### config.mk
export PLATFORM = sky130hd
export DESIGN_NAME = parallel_port_nibble_link_core_flat
export DESIGN_NICKNAME = d
export VERILOG_FILES = /design/src/pnl_pkg.sv /design/src/pnl_if.sv /design/src/pnl_cfg_regs.sv /design/src/pnl_step.sv /design/src/parallel_port_nibble_link_core.sv /design/src/flat_wrapper.sv
export SDC_FILE = /design/constraint.sdc
export NUM_CORES = 1
export LEC_CHECK = 0
export BUFFER_PORTS_ARGS = -buffer_cell sky130_fd_sc_hd__buf_2
export CAP_MARGIN = 0
export CORE_MARGIN = 5
export CORE_UTILIZATION = 35
export DETAILED_ROUTE_END_ITERATION = 7
export MAX_ROUTING_LAYER = met4
export PLACE_DENSITY = 0.62
export SETUP_SLACK_MARGIN = 0.05
export SYNTH_ARGS = -nofsm -noshare
export SYNTH_HDL_FRONTEND = slang
export SYNTH_SLANG_ARGS = --single-unit
### constraint.sdc
create_clock -name clk_i -period 4.2 [get_ports clk_i]
set_input_delay 0.63 -clock clk_i [delete_from_list [all_inputs] [get_ports clk_i]]
set_output_delay 0.63 -clock clk_i [all_outputs]
set_load 0.02 [all_outputs]
### src/pnl_pkg.sv
package pnl_pkg;

  localparam int unsigned CfgW    = 16;
  localparam int unsigned CfgIdxW = 3;

  localparam logic [CfgIdxW-1:0] CFG_READY_WAIT  = 3'd0;
  localparam logic [CfgIdxW-1:0] CFG_ACK_WAIT    = 3'd1;
  localparam logic [CfgIdxW-1:0] CFG_FIRST_NIB   = 3'd2;
  localparam logic [CfgIdxW-1:0] CFG_SECOND_NIB  = 3'd3;
  localparam logic [CfgIdxW-1:0] CFG_NIB_GAP     = 3'd4;

  localparam logic [CfgW-1:0] READY_WAIT_RST = 16'd50000;
  localparam logic [CfgW-1:0] ACK_WAIT_RST   = 16'd500;
  localparam logic [CfgW-1:0] FIRST_NIB_RST  = 16'd500;
  localparam logic [CfgW-1:0] SECOND_NIB_RST = 16'd5000;
  localparam logic [CfgW-1:0] NIB_GAP_RST    = 16'd1000;

  localparam logic [2:0] OP_TICK    = 3'd0;
  localparam logic [2:0] OP_CONNECT = 3'd1;
  localparam logic [2:0] OP_SEND    = 3'd2;
  localparam logic [2:0] OP_RECV    = 3'd3;
  localparam logic [2:0] OP_ABORT   = 3'd4;

  localparam logic [3:0] RC_NONE         = 4'd0;
  localparam logic [3:0] RC_SENT         = 4'd1;
  localparam logic [3:0] RC_SEND_TIMEOUT = 4'd2;
  localparam logic [3:0] RC_RECEIVED     = 4'd3;
  localparam logic [3:0] RC_NOTHING      = 4'd4;
  localparam logic [3:0] RC_LOW_TIMEOUT  = 4'd5;
  localparam logic [3:0] RC_REL_TIMEOUT  = 4'd6;
  localparam logic [3:0] RC_CONNECTED    = 4'd7;
  localparam logic [3:0] RC_ABORTED      = 4'd8;

  localparam logic [7:0] ROLE_MASK     = 8'hF8;
  localparam logic [7:0] ROLE_IDLE_PAT = 8'hF8;
  localparam logic [7:0] ROLE_ANSWER   = 8'h50;
  localparam logic [4:0] CONN_HELLO    = 5'h0F;
  localparam logic [4:0] CONN_REPLY    = 5'h1A;
  localparam logic [4:0] STROBE        = 5'h10;

  typedef struct packed {
    logic [CfgW-1:0] ready_wait_limit;
    logic [CfgW-1:0] ack_wait_limit;
    logic [CfgW-1:0] first_nibble_limit;
    logic [CfgW-1:0] second_nibble_limit;
    logic [CfgW-1:0] nibble_gap_ticks;
  } pnl_cfg_t;

  typedef struct packed {
    logic [2:0] opcode;
    logic [7:0] tx_byte;
    logic [7:0] status_byte;
  } pnl_in_t;

  typedef struct packed {
    logic [4:0] data_drive;
    logic       busy_res;
    logic       done_res;
    logic [3:0] result_code;
    logic [7:0] rx_byte;
  } pnl_res_t;

endpackage

### src/pnl_if.sv
interface pnl_in_if;
  import pnl_pkg::*;
  logic       valid;
  logic       ready;
  logic [2:0] opcode;
  logic [7:0] tx_byte;
  logic [7:0] status_byte;
  modport source (output valid, opcode, tx_byte, status_byte, input ready);
  modport sink (input valid, opcode, tx_byte, status_byte, output ready);
endinterface

interface pnl_out_if;
  import pnl_pkg::*;
  logic       valid;
  logic       ready;
  logic [4:0] data_drive;
  logic       busy_res;
  logic       done_res;
  logic [3:0] result_code;
  logic [7:0] rx_byte;
  modport source (output valid, data_drive, busy_res, done_res, result_code, rx_byte,
                  input ready);
  modport sink (input valid, data_drive, busy_res, done_res, result_code, rx_byte,
                output ready);
endinterface

### src/pnl_cfg_regs.sv
module pnl_cfg_regs (
  input  logic                           clk_i,
  input  logic                           rst_ni,
  input  logic                           we_i,
  input  logic [pnl_pkg::CfgIdxW-1:0]    idx_i,
  input  logic [pnl_pkg::CfgW-1:0]       data_i,
  output pnl_pkg::pnl_cfg_t              cfg_o
);
  import pnl_pkg::*;

  pnl_cfg_t cfg_q, cfg_d;

  always_comb begin
    cfg_d = cfg_q;
    if (we_i) begin
      case (idx_i)
        CFG_READY_WAIT: cfg_d.ready_wait_limit    = data_i;
        CFG_ACK_WAIT:   cfg_d.ack_wait_limit      = data_i;
        CFG_FIRST_NIB:  cfg_d.first_nibble_limit  = data_i;
        CFG_SECOND_NIB: cfg_d.second_nibble_limit = data_i;
        CFG_NIB_GAP:    cfg_d.nibble_gap_ticks    = data_i;
        default: ;
      endcase
    end
  end

  always_ff @(posedge clk_i or negedge rst_ni) begin
    if (!rst_ni) begin
      cfg_q.ready_wait_limit    <= READY_WAIT_RST;
      cfg_q.ack_wait_limit      <= ACK_WAIT_RST;
      cfg_q.first_nibble_limit  <= FIRST_NIB_RST;
      cfg_q.second_nibble_limit <= SECOND_NIB_RST;
      cfg_q.nibble_gap_ticks    <= NIB_GAP_RST;
    end else begin
      cfg_q <= cfg_d;
    end
  end

  assign cfg_o = cfg_q;

endmodule

### src/pnl_step.sv
module pnl_step (
  input  logic               clk_i,
  input  logic               rst_ni,
  input  logic               en_i,
  input  pnl_pkg::pnl_in_t   in_i,
  input  pnl_pkg::pnl_cfg_t  cfg_i,
  output pnl_pkg::pnl_res_t  res_o
);
  import pnl_pkg::*;

  localparam logic [3:0] PH_IDLE       = 4'd0;
  localparam logic [3:0] PH_CONN_INIT  = 4'd1;
  localparam logic [3:0] PH_CONN_RSP1  = 4'd2;
  localparam logic [3:0] PH_CONN_RSP2  = 4'd3;
  localparam logic [3:0] PH_TX_READY   = 4'd4;
  localparam logic [3:0] PH_TX_RELEASE = 4'd5;
  localparam logic [3:0] PH_RX_WAIT    = 4'd6;
  localparam logic [3:0] PH_RX_RELEASE = 4'd7;
  localparam logic [3:0] PH_RX_GAP     = 4'd8;

  logic [3:0]  phase_q, phase_d;
  logic        nib_q, nib_d;
  logic [7:0]  asm_q, asm_d;
  logic [3:0]  ptx_q, ptx_d;
  logic [15:0] poll_q, poll_d;
  logic [4:0]  drv_q, drv_d;

  logic [15:0] poll_inc;
  logic        partner;
  logic [7:0]  role_bits;
  logic        done;
  logic [3:0]  code;

  assign partner   = in_i.status_byte[7];
  assign role_bits = in_i.status_byte & ROLE_MASK;
  assign poll_inc  = (poll_q == 16'hFFFF) ? poll_q : poll_q + 16'd1;

  always_comb begin
    phase_d = phase_q;
    nib_d   = nib_q;
    asm_d   = asm_q;
    ptx_d   = ptx_q;
    poll_d  = poll_q;
    drv_d   = drv_q;
    done    = 1'b0;
    code    = RC_NONE;
    if (phase_q == PH_IDLE) begin
      case (in_i.opcode)
        OP_CONNECT: begin
          drv_d   = CONN_HELLO;
          phase_d = (role_bits == ROLE_IDLE_PAT) ? PH_CONN_INIT : PH_CONN_RSP1;
        end
        OP_SEND: begin
          ptx_d   = in_i.tx_byte[3:0];
          nib_d   = 1'b0;
          poll_d  = '0;
          drv_d   = {1'b0, in_i.tx_byte[7:4]};
          phase_d = PH_TX_READY;
        end
        OP_RECV: begin
          asm_d   = '0;
          nib_d   = 1'b0;
          poll_d  = '0;
          phase_d = PH_RX_WAIT;
        end
        default: ;
      endcase
    end else if (in_i.opcode == OP_ABORT) begin
      phase_d = PH_IDLE;
      drv_d   = '0;
      done    = 1'b1;
      code    = RC_ABORTED;
    end else begin
      case (phase_q)
        PH_CONN_INIT: begin
          if (role_bits == ROLE_ANSWER) begin
            drv_d   = CONN_REPLY;
            phase_d = PH_IDLE;
            done    = 1'b1;
            code    = RC_CONNECTED;
          end
        end
        PH_CONN_RSP1: begin
          if (role_bits == ROLE_IDLE_PAT) begin
            drv_d   = CONN_REPLY;
            phase_d = PH_CONN_RSP2;
          end
        end
        PH_CONN_RSP2: begin
          if (role_bits == ROLE_ANSWER) begin
            phase_d = PH_IDLE;
            done    = 1'b1;
            code    = RC_CONNECTED;
          end
        end
        PH_TX_READY: begin
          if (partner) begin
            drv_d   = STROBE;
            poll_d  = '0;
            phase_d = PH_TX_RELEASE;
          end else begin
            poll_d = poll_inc;
            if (poll_inc >= cfg_i.ready_wait_limit) begin
              phase_d = PH_IDLE;
              done    = 1'b1;
              code    = RC_SEND_TIMEOUT;
            end
          end
        end
        PH_TX_RELEASE: begin
          if (!partner) begin
            if (!nib_q) begin
              nib_d   = 1'b1;
              poll_d  = '0;
              drv_d   = {1'b0, ptx_q};
              phase_d = PH_TX_READY;
            end else begin
              phase_d = PH_IDLE;
              done    = 1'b1;
              code    = RC_SENT;
            end
          end else begin
            poll_d = poll_inc;
            if (poll_inc >= cfg_i.ack_wait_limit) begin
              phase_d = PH_IDLE;
              done    = 1'b1;
              code    = RC_SEND_TIMEOUT;
            end
          end
        end
        PH_RX_WAIT: begin
          if (partner) begin
            if (!nib_q) begin
              asm_d = asm_q | {in_i.status_byte[6:3], 4'b0000};
            end else begin
              asm_d = asm_q | {4'b0000, in_i.status_byte[6:3]};
            end
            drv_d   = '0;
            poll_d  = '0;
            phase_d = PH_RX_RELEASE;
          end else begin
            poll_d = poll_inc;
            if (!nib_q) begin
              if (poll_inc >= cfg_i.first_nibble_limit) begin
                phase_d = PH_IDLE;
                done    = 1'b1;
                code    = RC_NOTHING;
              end
            end else if (poll_inc >= cfg_i.second_nibble_limit) begin
              phase_d = PH_IDLE;
              done    = 1'b1;
              code    = RC_LOW_TIMEOUT;
            end
          end
        end
        PH_RX_RELEASE: begin
          if (!partner) begin
            drv_d  = STROBE;
            poll_d = '0;
            if (nib_q) begin
              phase_d = PH_IDLE;
              done    = 1'b1;
              code    = RC_RECEIVED;
            end else begin
              nib_d   = 1'b1;
              phase_d = (cfg_i.nibble_gap_ticks != '0) ? PH_RX_GAP : PH_RX_WAIT;
            end
          end else begin
            poll_d = poll_inc;
            if (poll_inc >= cfg_i.ack_wait_limit) begin
              phase_d = PH_IDLE;
              done    = 1'b1;
              code    = RC_REL_TIMEOUT;
            end
          end
        end
        PH_RX_GAP: begin
          poll_d = poll_inc;
          if (poll_inc >= cfg_i.nibble_gap_ticks) begin
            poll_d  = '0;
            phase_d = PH_RX_WAIT;
          end
        end
        default: phase_d = PH_IDLE;
      endcase
    end
  end

  always_ff @(posedge clk_i or negedge rst_ni) begin
    if (!rst_ni) begin
      phase_q <= PH_IDLE;
      nib_q   <= 1'b0;
      asm_q   <= '0;
      ptx_q   <= '0;
      poll_q  <= '0;
      drv_q   <= '0;
    end else if (en_i) begin
      phase_q <= phase_d;
      nib_q   <= nib_d;
      asm_q   <= asm_d;
      ptx_q   <= ptx_d;
      poll_q  <= poll_d;
      drv_q   <= drv_d;
    end
  end

  assign res_o.data_drive  = drv_d;
  assign res_o.busy_res    = (phase_d != PH_IDLE);
  assign res_o.done_res    = done;
  assign res_o.result_code = code;
  assign res_o.rx_byte     = (done && code >= RC_RECEIVED && code <= RC_REL_TIMEOUT) ?
                             asm_d : 8'h00;

endmodule

### src/parallel_port_nibble_link_core.sv
// Channel  Dir  Beat contents
// item_i   in   opcode, tx_byte, status_byte (one poll tick)
// res_o    out  data_drive, busy_res, done_res, result_code, rx_byte
// cfg      in   cfg_we_i, cfg_idx_i, cfg_data_i (write only)
//
// One beat per clock while res_o is ready; a stalled res_o holds back the input stage.
// A beat passes the input register, the step logic and then the result register.
// item_i stays ready while the input stage is empty, even if a result waits on res_o.
// Reset puts the controller idle, drive at zero, limits at their defaults.
module parallel_port_nibble_link_core (
  input  logic                        clk_i,
  input  logic                        rst_ni,
  pnl_in_if.sink                      item_i,
  pnl_out_if.source                   res_o,
  input  logic                        cfg_we_i,
  input  logic [pnl_pkg::CfgIdxW-1:0] cfg_idx_i,
  input  logic [pnl_pkg::CfgW-1:0]    cfg_data_i
);
  import pnl_pkg::*;

  pnl_cfg_t cfg;
  pnl_in_t  in_q;
  logic     in_vld_q;
  pnl_res_t step_res;
  pnl_res_t out_q;
  logic     out_vld_q;
  logic     advance;

  assign advance      = in_vld_q && (!out_vld_q || res_o.ready);
  assign item_i.ready = !in_vld_q || advance;

  pnl_cfg_regs u_cfg (
    .clk_i  (clk_i),
    .rst_ni (rst_ni),
    .we_i   (cfg_we_i),
    .idx_i  (cfg_idx_i),
    .data_i (cfg_data_i),
    .cfg_o  (cfg)
  );

  pnl_step u_step (
    .clk_i  (clk_i),
    .rst_ni (rst_ni),
    .en_i   (advance),
    .in_i   (in_q),
    .cfg_i  (cfg),
    .res_o  (step_res)
  );

  always_ff @(posedge clk_i or negedge rst_ni) begin
    if (!rst_ni) begin
      in_vld_q <= 1'b0;
    end else if (item_i.ready) begin
      in_vld_q <= item_i.valid;
    end
  end

  always_ff @(posedge clk_i) begin
    if (item_i.ready && item_i.valid) begin
      in_q.opcode      <= item_i.opcode;
      in_q.tx_byte     <= item_i.tx_byte;
      in_q.status_byte <= item_i.status_byte;
    end
  end

  always_ff @(posedge clk_i or negedge rst_ni) begin
    if (!rst_ni) begin
      out_vld_q <= 1'b0;
    end else if (advance) begin
      out_vld_q <= 1'b1;
    end else if (res_o.ready) begin
      out_vld_q <= 1'b0;
    end
  end

  always_ff @(posedge clk_i) begin
    if (advance) begin
      out_q <= step_res;
    end
  end

  assign res_o.valid       = out_vld_q;
  assign res_o.data_drive  = out_q.data_drive;
  assign res_o.busy_res    = out_q.busy_res;
  assign res_o.done_res    = out_q.done_res;
  assign res_o.result_code = out_q.result_code;
  assign res_o.rx_byte     = out_q.rx_byte;

  a_done_not_busy: assert property (@(posedge clk_i) disable iff (!rst_ni)
    res_o.valid && res_o.done_res |-> !res_o.busy_res)
    else $error("done beat still busy");

  a_done_has_code: assert property (@(posedge clk_i) disable iff (!rst_ni)
    res_o.valid |-> (res_o.done_res == (res_o.result_code != RC_NONE)))
    else $error("done flag and result code disagree");

  a_rx_only_on_rx_done: assert property (@(posedge clk_i) disable iff (!rst_ni)
    res_o.valid && res_o.rx_byte != 8'h00 |->
      res_o.done_res && (res_o.result_code == RC_RECEIVED ||
      res_o.result_code == RC_NOTHING || res_o.result_code == RC_LOW_TIMEOUT ||
      res_o.result_code == RC_REL_TIMEOUT))
    else $error("rx_byte set outside a receive completion");

  a_advance_fills_out: assert property (@(posedge clk_i) disable iff (!rst_ni)
    advance |=> out_vld_q)
    else $error("stepped item lost its result");

endmodule
### src/flat_wrapper.sv
// flat-port wrapper written by rule: the top's interface ports become plain ports
module parallel_port_nibble_link_core_flat import pnl_pkg::*;
  (clk_i, rst_ni, cfg_we_i, cfg_idx_i, cfg_data_i, item_i_valid, item_i_opcode, item_i_tx_byte, item_i_status_byte, item_i_ready, res_o_valid, res_o_data_drive, res_o_busy_res, res_o_done_res, res_o_result_code, res_o_rx_byte, res_o_ready);
  pnl_in_if item_i_i ();
  pnl_out_if res_o_i ();
  input  logic clk_i;
  input  logic rst_ni;
  input  logic cfg_we_i;
  input  logic [pnl_pkg::CfgIdxW-1:0] cfg_idx_i;
  input  logic [pnl_pkg::CfgW-1:0] cfg_data_i;
  input wire logic [$bits(item_i_i.valid)-1:0] item_i_valid;
  input wire logic [$bits(item_i_i.opcode)-1:0] item_i_opcode;
  input wire logic [$bits(item_i_i.tx_byte)-1:0] item_i_tx_byte;
  input wire logic [$bits(item_i_i.status_byte)-1:0] item_i_status_byte;
  output wire logic [$bits(item_i_i.ready)-1:0] item_i_ready;
  output wire logic [$bits(res_o_i.valid)-1:0] res_o_valid;
  output wire logic [$bits(res_o_i.data_drive)-1:0] res_o_data_drive;
  output wire logic [$bits(res_o_i.busy_res)-1:0] res_o_busy_res;
  output wire logic [$bits(res_o_i.done_res)-1:0] res_o_done_res;
  output wire logic [$bits(res_o_i.result_code)-1:0] res_o_result_code;
  output wire logic [$bits(res_o_i.rx_byte)-1:0] res_o_rx_byte;
  input wire logic [$bits(res_o_i.ready)-1:0] res_o_ready;
  assign item_i_i.valid = item_i_valid;
  assign item_i_i.opcode = item_i_opcode;
  assign item_i_i.tx_byte = item_i_tx_byte;
  assign item_i_i.status_byte = item_i_status_byte;
  assign item_i_ready = item_i_i.ready;
  assign res_o_valid = res_o_i.valid;
  assign res_o_data_drive = res_o_i.data_drive;
  assign res_o_busy_res = res_o_i.busy_res;
  assign res_o_done_res = res_o_i.done_res;
  assign res_o_result_code = res_o_i.result_code;
  assign res_o_rx_byte = res_o_i.rx_byte;
  assign res_o_i.ready = res_o_ready;
  parallel_port_nibble_link_core u_core (.clk_i(clk_i), .rst_ni(rst_ni), .item_i(item_i_i), .res_o(res_o_i), .cfg_we_i(cfg_we_i), .cfg_idx_i(cfg_idx_i), .cfg_data_i(cfg_data_i));
endmodule
## After elaboration in Yosys (flattened, before gate mapping)

Cells that the tools add are included.

- Add/sub/neg operators: 1
- Magnitude comparators: 7
- Equal/unequal tests: 23
- Muxes and demuxes: 83
- Bitwise logic cells: 2
- Reductions and logical operators: 27

Operators by type and width:

| cell | count |
|---|---|
| $mux W16 | 9 |
| $mux W4 | 22 |
| $ge A16 B16 Y1 | 5 |
| $pmux W16 S4 | 1 |
| $mux W8 | 6 |
| $mux W5 | 9 |
| $pmux W5 S6 | 1 |
| $pmux W4 S7 | 1 |
| $mux W1 | 20 |
| $pmux W4 S5 | 1 |
| $add A16 B1 Y16 const B | 1 |
| $eq A16 B16 Y1 const B | 1 |
| $eq A4 B3 Y1 const B | 4 |
| $reduce_bool A16 Y1 | 1 |
| $mux W3 | 5 |
| $eq A3 B2 Y1 const B | 4 |
| $pmux W4 S3 | 1 |
| $mux W2 | 5 |
| $pmux W5 S2 | 1 |
| $reduce_and A2 Y1 | 5 |
| $reduce_and A5 Y1 | 2 |
| $eq A4 B2 Y1 const B | 2 |
| $or A8 B4 Y8 | 1 |
| $or A8 B8 Y8 | 1 |
| 21 further kinds | 34 |

- Bits in registers: 158
- Input port bits: 43
- Output and inout bits: 21
- Word-level logic and storage cells: 164

## Logic depth before layout (Yosys ltp)

Gate-level depths: netlist of the first run.

- Word-level depth: 12
- Depth in mapped cells: 17
- Mapped depth without buffers: 16

## Cells and area by module

A second synthesis of the first run with hierarchy kept.

- Cells, all modules: 840
- Area, all modules: 9,112.5 um2

Modules (own cells, without submodules):

| module | times used | cells an instance | area an instance (um2) | seq. area each (um2) |
|---|---|---|---|---|
| pnl_step | 1 | 621 | 4,780.8 | 950.9 |
| pnl_cfg_regs | 1 | 173 | 3,086.7 | 2,038.2 |
| parallel_port_nibble_link_core | 1 | 46 | 1,244.9 | 1,191.1 |

## Worst setup path before layout of the first run

OpenSTA, ideal clock, no wires.

- Path kind: register -> register
- Start: register u_core.u_step.poll_q[4]
- End: register u_core.out_q (netlist bit u_core.res_o.done_res), data pin
- Setup time: 0.272 ns
- Arrival time: 3.445 ns
- Data required time: 3.928 ns
- Setup slack: 0.484 ns
- Stages on the path, launching flop included: 16
- Buffers on the path: 1
- Period minus slack after synthesis: 3.716 ns
- Path through: dfrtp_1 buf_2 and4_4 nand4_4 nor4_4 nor2_2 nand3_1 xnor2_1 ha_1 a21o_1 a21o_1 a22oi_1 and4_1 a31o_2 nor3_1 or4_1

RTL lines:

| element | line | RTL |
|---|---|---|
| from (decl) | pnl_step.sv:25 | `logic [15:0] poll_q, poll_d;` |
| from (signal assigned) | pnl_step.sv:202 | `poll_q <= poll_d;` |
| to (signal assigned) | parallel_port_nibble_link_core.sv:78 | `out_q <= step_res;` |
| to (decl) | parallel_port_nibble_link_core.sv:25 | `pnl_res_t out_q;` |

==> results of run 1 <==
-- per-layer routing --
metal | global-route usage | routed length, microns | vias to the layer above | part of all wire
li1 | - | - | 3451 | -
met1 | 0.2168 | 10390 | 3348 | 0.48
met2 | 0.2397 | 9713 | 152 | 0.45
met3 | 0.02772 | 964 | 34 | 0.045
met4 | 0.05040 | 436 | 0 | 0.020
met5 | - | 0 | - | 0
-- critical path, stage by stage, from the launching register on --
cell      delay, ns
dfrtp_1        0.40
ha_1           0.23
nand3_2        0.16
nor4_4         0.29
buf_4          0.20
mux2_2         0.41
buf_4          0.16
ha_1           0.29
a211oi_2       0.23
o211ai_1       0.18
a311o_1        0.37
a22oi_1        0.23
nor2_1         0.07
a211oi_1       0.31
nand4b_1       0.17
-- layout make-up --
class                      instances  area (sq um)  area share
inverter                          88         330.3     0.03150
multi-input combinational        636          4446      0.4239
timing repair buffer              98         600.6     0.05727
sequential                       155          4090      0.3900
clock inverter                    14         167.7     0.01599
clock buffer                      18         439.2     0.04188
tap                              330         412.9     0.03937
-- through the flow --
stage | util | total power (W) | std cells
after floorplan | - | 0.003211 | 910
after global placement | 0.3896 | 0.003700 | 1304
after detailed placement | 0.3896 | 0.003745 | 1304
after CTS | 0.4145 | 0.005351 | 1336
after global routing | 0.4176 | 0.005694 | 1339
final | 0.4176 | 0.005349 | 1339
-- flip-flops by register name, indices dropped and copies added (netlist names) --
signal / count
u_core.u_cfg.cfg_o: 80
u_core.in_q: 16
u_core.u_step.poll_q: 16
u_core.res_o.rx_byte: 8
u_core.u_step.asm_q: 8
u_core.res_o.data_drive: 5
u_core.u_step.drv_q: 5
u_core.res_o.result_code: 4
u_core.u_step.phase_q: 4
u_core.u_step.ptx_q: 4
u_core.in_vld_q: 1
u_core.res_o.busy_res: 1
u_core.res_o.done_res: 1
u_core.res_o.valid: 1
u_core.u_step.nib_q: 1
-- cell usage in the layout (no fill, tap or decap), drive strengths merged, types with 4 or more instances in the layout --
cell and n:
a211oi 7, a21o 12, a21oi 40, a22o 17, a22oi 11, a31oi 4
and3 4, buf 98, clkbuf 18, clkinv 7, dfrtp 91, dfstp 29
edfxtp 35, ha 81, inv 89, mux2 30, nand2 118, nand2b 8
nand3 18, nand3b 4, nand4 15, nor2 48, nor2b 7, nor3 18
nor4 9, o211ai 8, o21a 5, o21ai 87, o21bai 4, o22ai 4
o32ai 10, or3 14, xnor2 7
-- how the worst max path moves through the flow --
stage                                                    from                                     to  slack, ns  cells past startpoint
after floorplan           u_core.u_step.poll_q[4]$_DFFE_PN0P_        u_core.res_o.done_res$_DFFE_PP_       0.48                     15
after global placement    u_core.u_step.poll_q[1]$_DFFE_PN0P_        u_core.res_o.busy_res$_DFFE_PP_       0.13                     18
after detailed placement  u_core.u_step.poll_q[1]$_DFFE_PN0P_  u_core.res_o.rx_byte[0]$_SDFFCE_PN0P_       0.04                     17
after CTS                 u_core.u_step.poll_q[1]$_DFFE_PN0P_        u_core.res_o.busy_res$_DFFE_PP_       0.07                     17
after global routing      u_core.u_step.poll_q[7]$_DFFE_PN0P_  u_core.res_o.rx_byte[7]$_SDFFCE_PN0P_       0.04                     18
final                     u_core.u_step.poll_q[1]$_DFFE_PN0P_        u_core.res_o.busy_res$_DFFE_PP_       0.22                     14
-- power by group --
part,internal (W),switching (W),leakage [nW]
Sequential,0.00188,0.000240,1.79
Clock,0.000950,0.000639,0.286
Combinational,0.000674,0.000966,2.54
Total,0.00350,0.00185,4.62
-- cell families (layout without fill, tap and decap cells) --
family / Yosys count / in the layout / synth area share
AOI/OAI and AO/OA: 237 / 237 / 0.1731
xor gates and xnor gates: 10 / 10 / 0.009829
adders and majority gates: 81 / 81 / 0.1137
buffers and inverters: 119 / 218 / 0.05167
DFF: 155 / 155 / 0.4590
muxes: 33 / 33 / 0.04128
and+or+nand+nor: 275 / 275 / 0.1514
-- what timing repair did --
action | in CTS | in global routing
pin swaps | 0 | 0
hold buffers | 0 | 0
setup buffers | 0 | 3
endpoints found under the setup margin | 5 | 30
hold endpoints to repair | 0 | 0
resized for setup | 3 | 12
==> results.md, run 1 <==
* Outcome: finished clean
* Design area at roughly 10000 sq um
* Maximum fanout along the worst path at 7
* Number of fill cells at around 2.5k
* Number of enable flip-flop cells after synthesis at 35
* Final hold violations at 0
* Min-Delay Path Class: input pin to asynchronous set/reset pin
* Crit path DAT at around 4.1 ns
* Synth Instances at slightly above 900
* Starting DRT DRC Count at 445
* Worst EP required at roughly 4.4 ns
* Setup_tns at 0 ns
* Max_slew headroom at 0.2454
* Max VDD drop at 284.5 uV
* Worst flop-to-flop path endpoint: u_core.res_o.busy_res$_DFFE_PP_
* Clock Latency Late Sink at between 0.4 and 0.5 ns
* Power per cell area at 510.1 nW/um^2
* Setup CP Type: flop to flop
* Worst hold slack at roughly 0.29 ns
* Final Wtd Congestion at between 0.8 and 0.9
* TritonCTS Buffers at 17
* Ys flop type: dfrtp_1
* Placed cell areas at about 9800 sq um
* Hpwl dp at between 15000 and 20000 microns
* RSZ-0062 raised after global routing: true
* Die height at about 170 microns
* Worst-Margin Slew at ~1.1 ns
* Clock slew at reported path FFs at about 0.060 ns
* Post-synth top area cell: dfrtp_1
* R2r startpoint: u_core.u_step.poll_q[1]$_DFFE_PN0P_
* FP Rows at 58
* Startpoint types: flop
* Global-route wire length before repair at 35660 microns
* Min Tclk post-route at about 4.0 ns
* Port Buffers at 60
* # Max-Cap Violations at 0
* Clock sinks at 155
* Worst Slack Setup Final at 0.2181 ns
* Core area at 25110 sq um
* GRT Overall Usage at 0.1582
* Library cells used by synthesis at 74
* Drt wl/cell at between 15 and 20 microns
* Clock buffer depth at 2
* Achievable Freq at ~0.25 GHz
* Top-area cell type share of the netlist area at 0.2555
* Ranking of synthesized cells by area: dfrtp_1 26%, edfxtp_1 12%, ha_1 11%
* Io pins at 64
* Max-slew violations at 0
* Area grow syn2layout at 17.68%
* Layout cells sized above 1 at 0.2161
* Antenna viol nets, final at 0
* Dpl ws at roughly 0.042 ns
* Congestion Overflow GR at 0
* Initial core utilization at 0.3549
* Ys async rst share at 0.7742
* Ant diodes at 0
* Seq/Total Area, Yosys at 0.4590
* Total number of vias at 6985
* Post-Synthesis Cell Area at about 8900 sq um
* Ys Warns at 0
* CP Capture Type: flop
* Pin count of the biggest net entering global routing at 63
* Pre-antenna DRT Iters at 5
* Initial antenna violation count at 0
* Syn_nets at between 1k and 1.5k
* Final worst path period share at 0.9481
* Avg Synthesized Cell Area at ~9.8 sq um
* Leakage dissipation at about 4.6 nW
* Via density at 5.217
* Vias in the first global route at 6840
* Die Area at around 29000 sq um
* Final wirelength at roughly 22000 microns
* Worst Reg-to-Reg Cells at 14
* Clk_skew at ~0.012 ns
* Number of H-tree levels at 4
* Yosys reg bits at around 160
* Nets at 1120
* Die Wd at ~170 microns
* Top-count cell post-synth: nand2_1
* Residual DRC at 0
* R2r setup slk at between 0.2 and 0.25 ns
* Final Setup Violations at 0
* CTS tree: built
* Root Buffer: clkbuf_16
* Post-synth top cells: 118 x nand2_1, 91 x dfrtp_1, 86 x inv_1
Note: power is estimated with default switching activity, not from simulation.
==> run 2: changes to the inputs <==
- ABC_AREA: not set -> 1
==> run 2 against run 1 <==
Flip-flop and latch count unchanged. Clock power up 4%. Total power is 8.2% higher. Highest routed layer unchanged. Global-route usage increased by 0.11 points. Synthesized cell count grew 22%. Critical path depth up 14. Largest cell class unchanged. Cell count is 15% higher.
==> results.md, run 2 <==
* Max VDD drop at between 200 and 300 uV
* Via density at between 4 and 5
* Area grow syn2layout at 17.96%
* Clk_skew at about 0.012 ns
* Root Buffer: clkbuf_16
* Nets at approximately 1.3k
* Ys Warns at 0
* Outcome: finished clean
* Crit path DAT at 4.08 ns
* Ranking of synthesized cells by area: dfrtp_1 25%, edfxtp_1 12%, nand2_1 12%
* Clock sinks at roughly 160
* Startpoint types: flop
* Die Wd at 170.7 microns
* Ys async rst share at 0.7742
* Layout cells sized above 1 at 0.1697
* Number of enable flip-flop cells after synthesis at 35
* Post-Synthesis Cell Area at ~9000 sq um
* Clock Latency Late Sink at approximately 0.42 ns
* Clock slew at reported path FFs at ~0.070 ns
* Max-slew violations at 0
* Vias in the first global route at around 7.3k
* Drt wl/cell at between 10 and 15 microns
* Number of flip-flops in the largest register at 80
* Hpwl dp at 16020 microns
* Combinational Power Share at 0.351
* Avg Synthesized Cell Area at 8.171 sq um
* Initial antenna violation count at 0
* Clock network power share at 0.284
* Worst EP required at 4.37 ns
* GRT Overall Usage at 0.1593
* # Max-Cap Violations at 0
* Top-area cell type share of the netlist area at 0.2520
* Net Switching at 0.002199 W
* Starting DRT DRC Count at 489
* Min-Delay Path Class: input pin to asynchronous set/reset pin
* Residual DRC at 0
* Design Power at 0.005790 W
* Placed cell count at 1498
* Clock buffer depth at 2
* Worst-Margin Slew at roughly 1.0 ns
* Library cells used by synthesis at 48
* Syn_nets at 1230
* Core area at around 25000 sq um
* Ys flop type: dfrtp_1
* Setup_tns at 0 ns
* Pre-antenna DRT Iters at 5
* Internal at approximately 0.0036 W
* CP Capture Type: flop
* Final wirelength at about 22000 microns
* Final worst path period share at 0.9306
* Die height at ~170 microns
* Most common cell after layout, fill and taps aside: nand2_1
* Power per cell area at 543.1 nW/um^2
* Yosys reg bits at 155
* Cell mode on critical path: nand2_1
* Maximum fanout along the worst path at 8
* Final non-filler cell total at between 1.5k and 2k
* Achievable Freq at between 0.2 and 0.3 GHz
* Final hold violations at 0
* CP max stage delay at roughly 0.40 ns
* Final Wtd Congestion at about 0.9
* Number of H-tree levels at 4
* Post-synth top cells: 278 x nand2_1, 173 x inv_1, 123 x o21ai_0
* Post-synth top area cell: dfrtp_1
* Die Area at 29140 sq um
* Congestion Overflow GR at 0
* Seq/Total Area, Yosys at 0.4526
* Worst hold slack at between 0.3 and 0.4 ns
* Antenna viol nets, final at 0
* CTS tree: built
* Most frequent cells in the layout: 276 x nand2_1, 172 x inv_1, 122 x o21ai_0
* Setup CP Type: flop to flop
* Synth Instances at roughly 1.1k
* Total number of vias at approximately 7.4k
* Top-count cell post-synth: nand2_1
* TritonCTS Buffers at 17
* Leakage dissipation at roughly 5.3 nW
* Port Buffers at 60
* Initial core utilization at 0.3568
* Io pins at 64
* Min Tclk post-route at between 3 and 4 ns
* Net Sw Frac at 0.3799
* Final Setup Violations at 0
* Global-route wire length before repair at 36310 microns
* FP Rows at 58
* Ant diodes at 0
* Flop pwr share at 0.365
* Max_slew headroom at 0.3327
* Critical Path Slowest Stage Cell: dfrtp_1
* Pin count of the biggest net entering global routing at 73
==> run 2: changes by cell type in the layout (fill, tap and decap cells not counted), moves of 22 or more <==
| cell | before | now |
|---|---|---|
| nand2_1 | 118 | 276 |
| nand3_1 | 17 | 39 |
| o21ai_0 | 85 | 122 |
| nor2_1 | 44 | 67 |
| inv_1 | 86 | 172 |
| mux2_2 | 30 | 4 |
==> run 2: timing repair <==
item | 4_1_cts | 5_1_grt
setup endpoints to repair | 10 | 25
buffers inserted | 0 | 8
pin swaps | 0 | 10
hold buffers | 0 | 0
cloned | 0 | 0
gates resized for setup | 2 | 22
==> run 2: final cells by class <==
cell class | count | area, sq um
Fill cell | 2522 | 14670
Multi-Input combinational cell | 748 | 4282
Sequential cell | 155 | 4090
Inverter | 179 | 671.9
Timing Repair Buffer | 94 | 570.5
Clock buffer | 17 | 425.4
Tap cell | 330 | 412.9
Clock inverter | 15 | 207.7
==> run 2: worst max-delay path, delay by kind of cell (launching register included) <==
family	cells	cell delay, ns
DFF	1	0.40
buffers and inverters	2	0.31
xor gates and xnor gates	1	0.17
AOI/OAI and AO/OA	1	0.18
and+or+nand+nor	22	2.14
adders and majority gates	2	0.46
==> run 2: final timing paths <==
check | slack, ns | from | cells past startpoint | end
worst max-delay path | 0.29 | u_core.u_step.poll_q[1]$_DFFE_PN0P_ | 28 | u_core.res_o.rx_byte[2]$_SDFFCE_PN0P_
worst min-delay path | 0.35 | rst_ni | 1 | u_core.u_cfg.cfg_o[46]$_DFFE_PN0P_
worst max register to register | 0.29 | u_core.u_step.poll_q[1]$_DFFE_PN0P_ | 28 | u_core.res_o.rx_byte[2]$_SDFFCE_PN0P_
worst min register to register | 0.48 | u_core.u_cfg.cfg_o[43]$_DFFE_PN0P_ | 2 | u_core.u_cfg.cfg_o[43]$_DFFE_PN0P_
max in group asynchronous | 3.00 | rst_ni | 2 | u_core.u_cfg.cfg_o[55]$_DFFE_PN1P_
min in group clk_i | 0.38 | item_i_status_byte[4] | 1 | u_core.in_q[4]$_DFFE_PP_
==> run 2: per-layer routing <==
metal / track usage / share of wire / up-vias
met4: 0.04340 / 0.015 / 0
met3: 0.02426 / 0.046 / 25
met5: - / 0 / -
met2: 0.2570 / 0.48 / 120
li1: - / - / 3796
met1: 0.2105 / 0.46 / 3483
==> run 2: cells by family after synthesis <==
logic type                 synth area share
and+or+nand+nor                      0.2063
xor gates and xnor gates           0.007753
adders and majority gates            0.1121
buffers and inverters               0.08528
DFF                                  0.4526
AOI/OAI and AO/OA                    0.1310
muxes                              0.004984
==> run 2: power groups by stage <==
stage          registers [W]  clock network (W)  logic, W
2_1_floorplan        0.00213                  0   0.00138
3_3_place_gp         0.00213                  0   0.00196
3_5_place_dp         0.00213                  0   0.00202
4_1_cts              0.00211            0.00169   0.00203
5_1_grt              0.00215            0.00176   0.00236
6_report             0.00211            0.00165   0.00203
==> run 2: through the flow <==
step | worst slack, ns | area (sq um) | utilization
finish | 0.2915 | 10660 | 0.4209
floorplan | 0.7790 | 9037 | -
global placement | 0.07844 | 9862 | 0.3894
global route | -0.05587 | 10660 | 0.4209
CTS | 0.05514 | 10510 | 0.4150
detailed placement | -0.03832 | 9862 | 0.3894
==> run 3: changes to the inputs <==
- ABC_AREA: 1 -> not set
- CELL_PAD_IN_SITES_DETAIL_PLACEMENT: not set -> 1
- CELL_PAD_IN_SITES_GLOBAL_PLACEMENT: not set -> 2
- PLACE_DENSITY: 0.62 -> 0.84
==> run 3 against run 2 <==
Die area shrank 1.3%. Critical path depth shrank 10. Final area shrank 0.14%. Register-to-register slack lost 0.10 ns. Highest routed layer unchanged.
==> results.md, run 3 (synthesis results as in run 1) <==
* Clock network power share at 0.288
* Flop pwr share at 0.393
* Design Power at about 0.0054 W
* Most frequent cells in the layout: 118 x nand2_1, 91 x dfrtp_1, 85 x inv_1
* Min Tclk post-route at 4.013 ns
* Die Area at between 20000 and 30000 sq um
* Net Sw Frac at 0.3682
* Root Buffer: clkbuf_16
* CTS tree: built
* Final hold violations at 0
* Residual DRC at 0
* TritonCTS Buffers at 17
* Startpoint types: flop
* Crit path DAT at 4.26 ns
* Core area at roughly 25000 sq um
* Layout cells sized above 1 at 0.2393
* Final Setup Violations at 0
* Total number of vias at approximately 7.3k
* Critical-path cell list: and4_4 -> nand4_4 -> inv_2 -> nand3_2 -> or3_4 -> nor2_2 -> mux2i_1 -> buf_4 -> buf_4 -> ha_1 -> nand4_1 -> nor2_2 -> a22oi_2 -> buf_4 -> a31o_2 -> a21o_4 -> or3_1 -> o32ai_2
* Most common cell after layout, fill and taps aside: nand2_1
* CP Capture Type: flop
* Setup CP Type: flop to flop
* Cell mode on critical path: buf_4
* CP max stage delay at roughly 0.4 ns
* Final Wtd Congestion at 0.8356
* Drt wl/cell at a little under 20 microns
* Min-Delay Path Class: input pin to asynchronous set/reset pin
* Starting DRT DRC Count at between 400 and 500
* R2r startpoint: u_core.u_step.poll_q[5]$_DFFE_PN0P_
* Max_slew headroom at 0.2238
* Hpwl dp at a little under 20000 microns
* Initial core utilization at 0.3549
* Number of flip-flops in the largest register at 80
* Internal at between 0.003 and 0.004 W
* Global-route wire length before repair at around 42000 microns
* Net Switching at ~0.002 W
* Final worst path period share at 0.9554
* Outcome: finished clean
* Clock sinks at about 160
* Die height at between 150 and 200 microns
* Power per cell area at roughly 500 nW/um^2
* Achievable Freq at approximately 0.25 GHz
* Area grow syn2layout at 19.46%
* Ant diodes at 0
* Clock slew at reported path FFs at 0.07 ns
* Nets at roughly 1.1k
* Final wirelength at ~26000 microns
* Die Wd at around 170 microns
* Clk_skew at about 0.012 ns
* Pin count of the biggest net entering global routing at ~120
* Placed cell areas at approximately 9900 sq um
* Congestion Overflow GR at 0
* GRT Overall Usage at 0.1901
* Combinational Power Share at 0.319
* Design area at ~11000 sq um
* Via density at approximately 5.4
* CP startpoint: u_core.u_step.poll_q[5]$_DFFE_PN0P_
* Number of H-tree levels at 4
* FP Rows at 58
* Antenna viol nets, final at 0
* Worst-Margin Slew at 1.163 ns
* # Max-Cap Violations at 0
* Cts hold-fix bufs at 0
* Max VDD drop at roughly 210 uV
* Leakage dissipation at 4.683 nW
* Maximum fanout along the worst path at 9
* Port Buffers at 60
* Setup_tns at 0 ns
* Initial antenna violation count at 0
* Critical Path Slowest Stage Cell: or3_1
* Clock buffer depth at 2
* Pre-antenna DRT Iters at 4
* Max-slew violations at 0
* Worst EP required at roughly 4.5 ns
* Vias in the first global route at 7856
* Io pins at between 60 and 70
* Clock Latency Late Sink at ~0.44 ns
run 3: cell types whose count changed in the layout (fill, tap and decap cells not counted), sizes merged, moves of 11 or more:
cell | previous run | this run
nand2 | 282 | 118
inv | 185 | 93
o21ai | 134 | 87
nor2 | 79 | 48
mux2 | 4 | 30
nand3 | 44 | 18
buf | 94 | 113
a22o | 0 | 17
or3 | 0 | 14
a21o | 1 | 12
run 3: area by class of cell:
type                    count  area (sq um)
repair buffers            113         725.7
clock inverters            14         156.4
clock buffers              18         429.2
inverters                  88         330.3
flip-flops and latches    155          4090
fillers                  2911         14460
multi-input cells         636          4501
well taps                 330         412.9
run 3: through the flow:
| step | hold WS [ns] | utilization | setup WS, ns | instances |
|---|---|---|---|---|
| 5_1_grt | 0.3282 | 0.4240 | -0.03217 | 1354 |
| 3_3_place_gp | 0.4601 | 0.3947 | 0.02761 | 1319 |
| 2_1_floorplan | 0.3344 | - | 0.4836 | 910 |
| 3_5_place_dp | 0.4683 | 0.3947 | -0.1200 | 1319 |
| 6_report | 0.2724 | 0.4240 | 0.1871 | 1354 |
| 4_1_cts | 0.3312 | 0.4181 | 0.05342 | 1351 |
run 3: routing by layer:
metal	GRT usage	wire length, microns	up-vias
met5	-	0	-
met4	0.05635	569	0
met3	0.03611	856	39
met2	0.3198	13160	109
met1	0.2333	11480	3664
li1	-	-	3474
run 3: power groups by stage:
stage / combinational [W] / sequential, W / clock [W]
floorplan: 0.00115 / 0.00206 / 0
global placement: 0.00163 / 0.00213 / 0
detailed placement: 0.00170 / 0.00215 / 0
CTS: 0.00172 / 0.00212 / 0.00158
global route: 0.00194 / 0.00217 / 0.00166
finish: 0.00172 / 0.00213 / 0.00156
run 3: critical path: cells and delay by family, from the launching register on:
family | cells | cell delay, ns
and+or+nand+nor | 8 | 1.74
adders and majority gates | 1 | 0.28
muxes | 1 | 0.11
buffers and inverters | 4 | 0.57
DFF | 1 | 0.36
AOI/OAI and AO/OA | 4 | 0.76
run 3: what timing repair did:
item	CTS	global route
endpoints found under the setup margin	9	31
resized for setup	2	24
pin swaps	1	6
buffers inserted	0	3
run 3: final timing paths:
path | slack, ns | end | cells after the start
max in group asynchronous | 3.37 | u_core.u_step.asm_q[2]$_DFFE_PN0P_ | 2
hold reg to reg | 0.48 | u_core.u_step.ptx_q[2]$_DFFE_PN0P_ | 1
setup reg to reg | 0.19 | u_core.res_o.rx_byte[3]$_SDFFCE_PN0P_ | 18
setup / recovery | 0.19 | u_core.res_o.rx_byte[3]$_SDFFCE_PN0P_ | 18
min in group clk_i | 0.36 | u_core.in_q[18]$_DFFE_PP_ | 1
hold / removal | 0.27 | u_core.u_cfg.cfg_o[45]$_DFFE_PN0P_ | 2
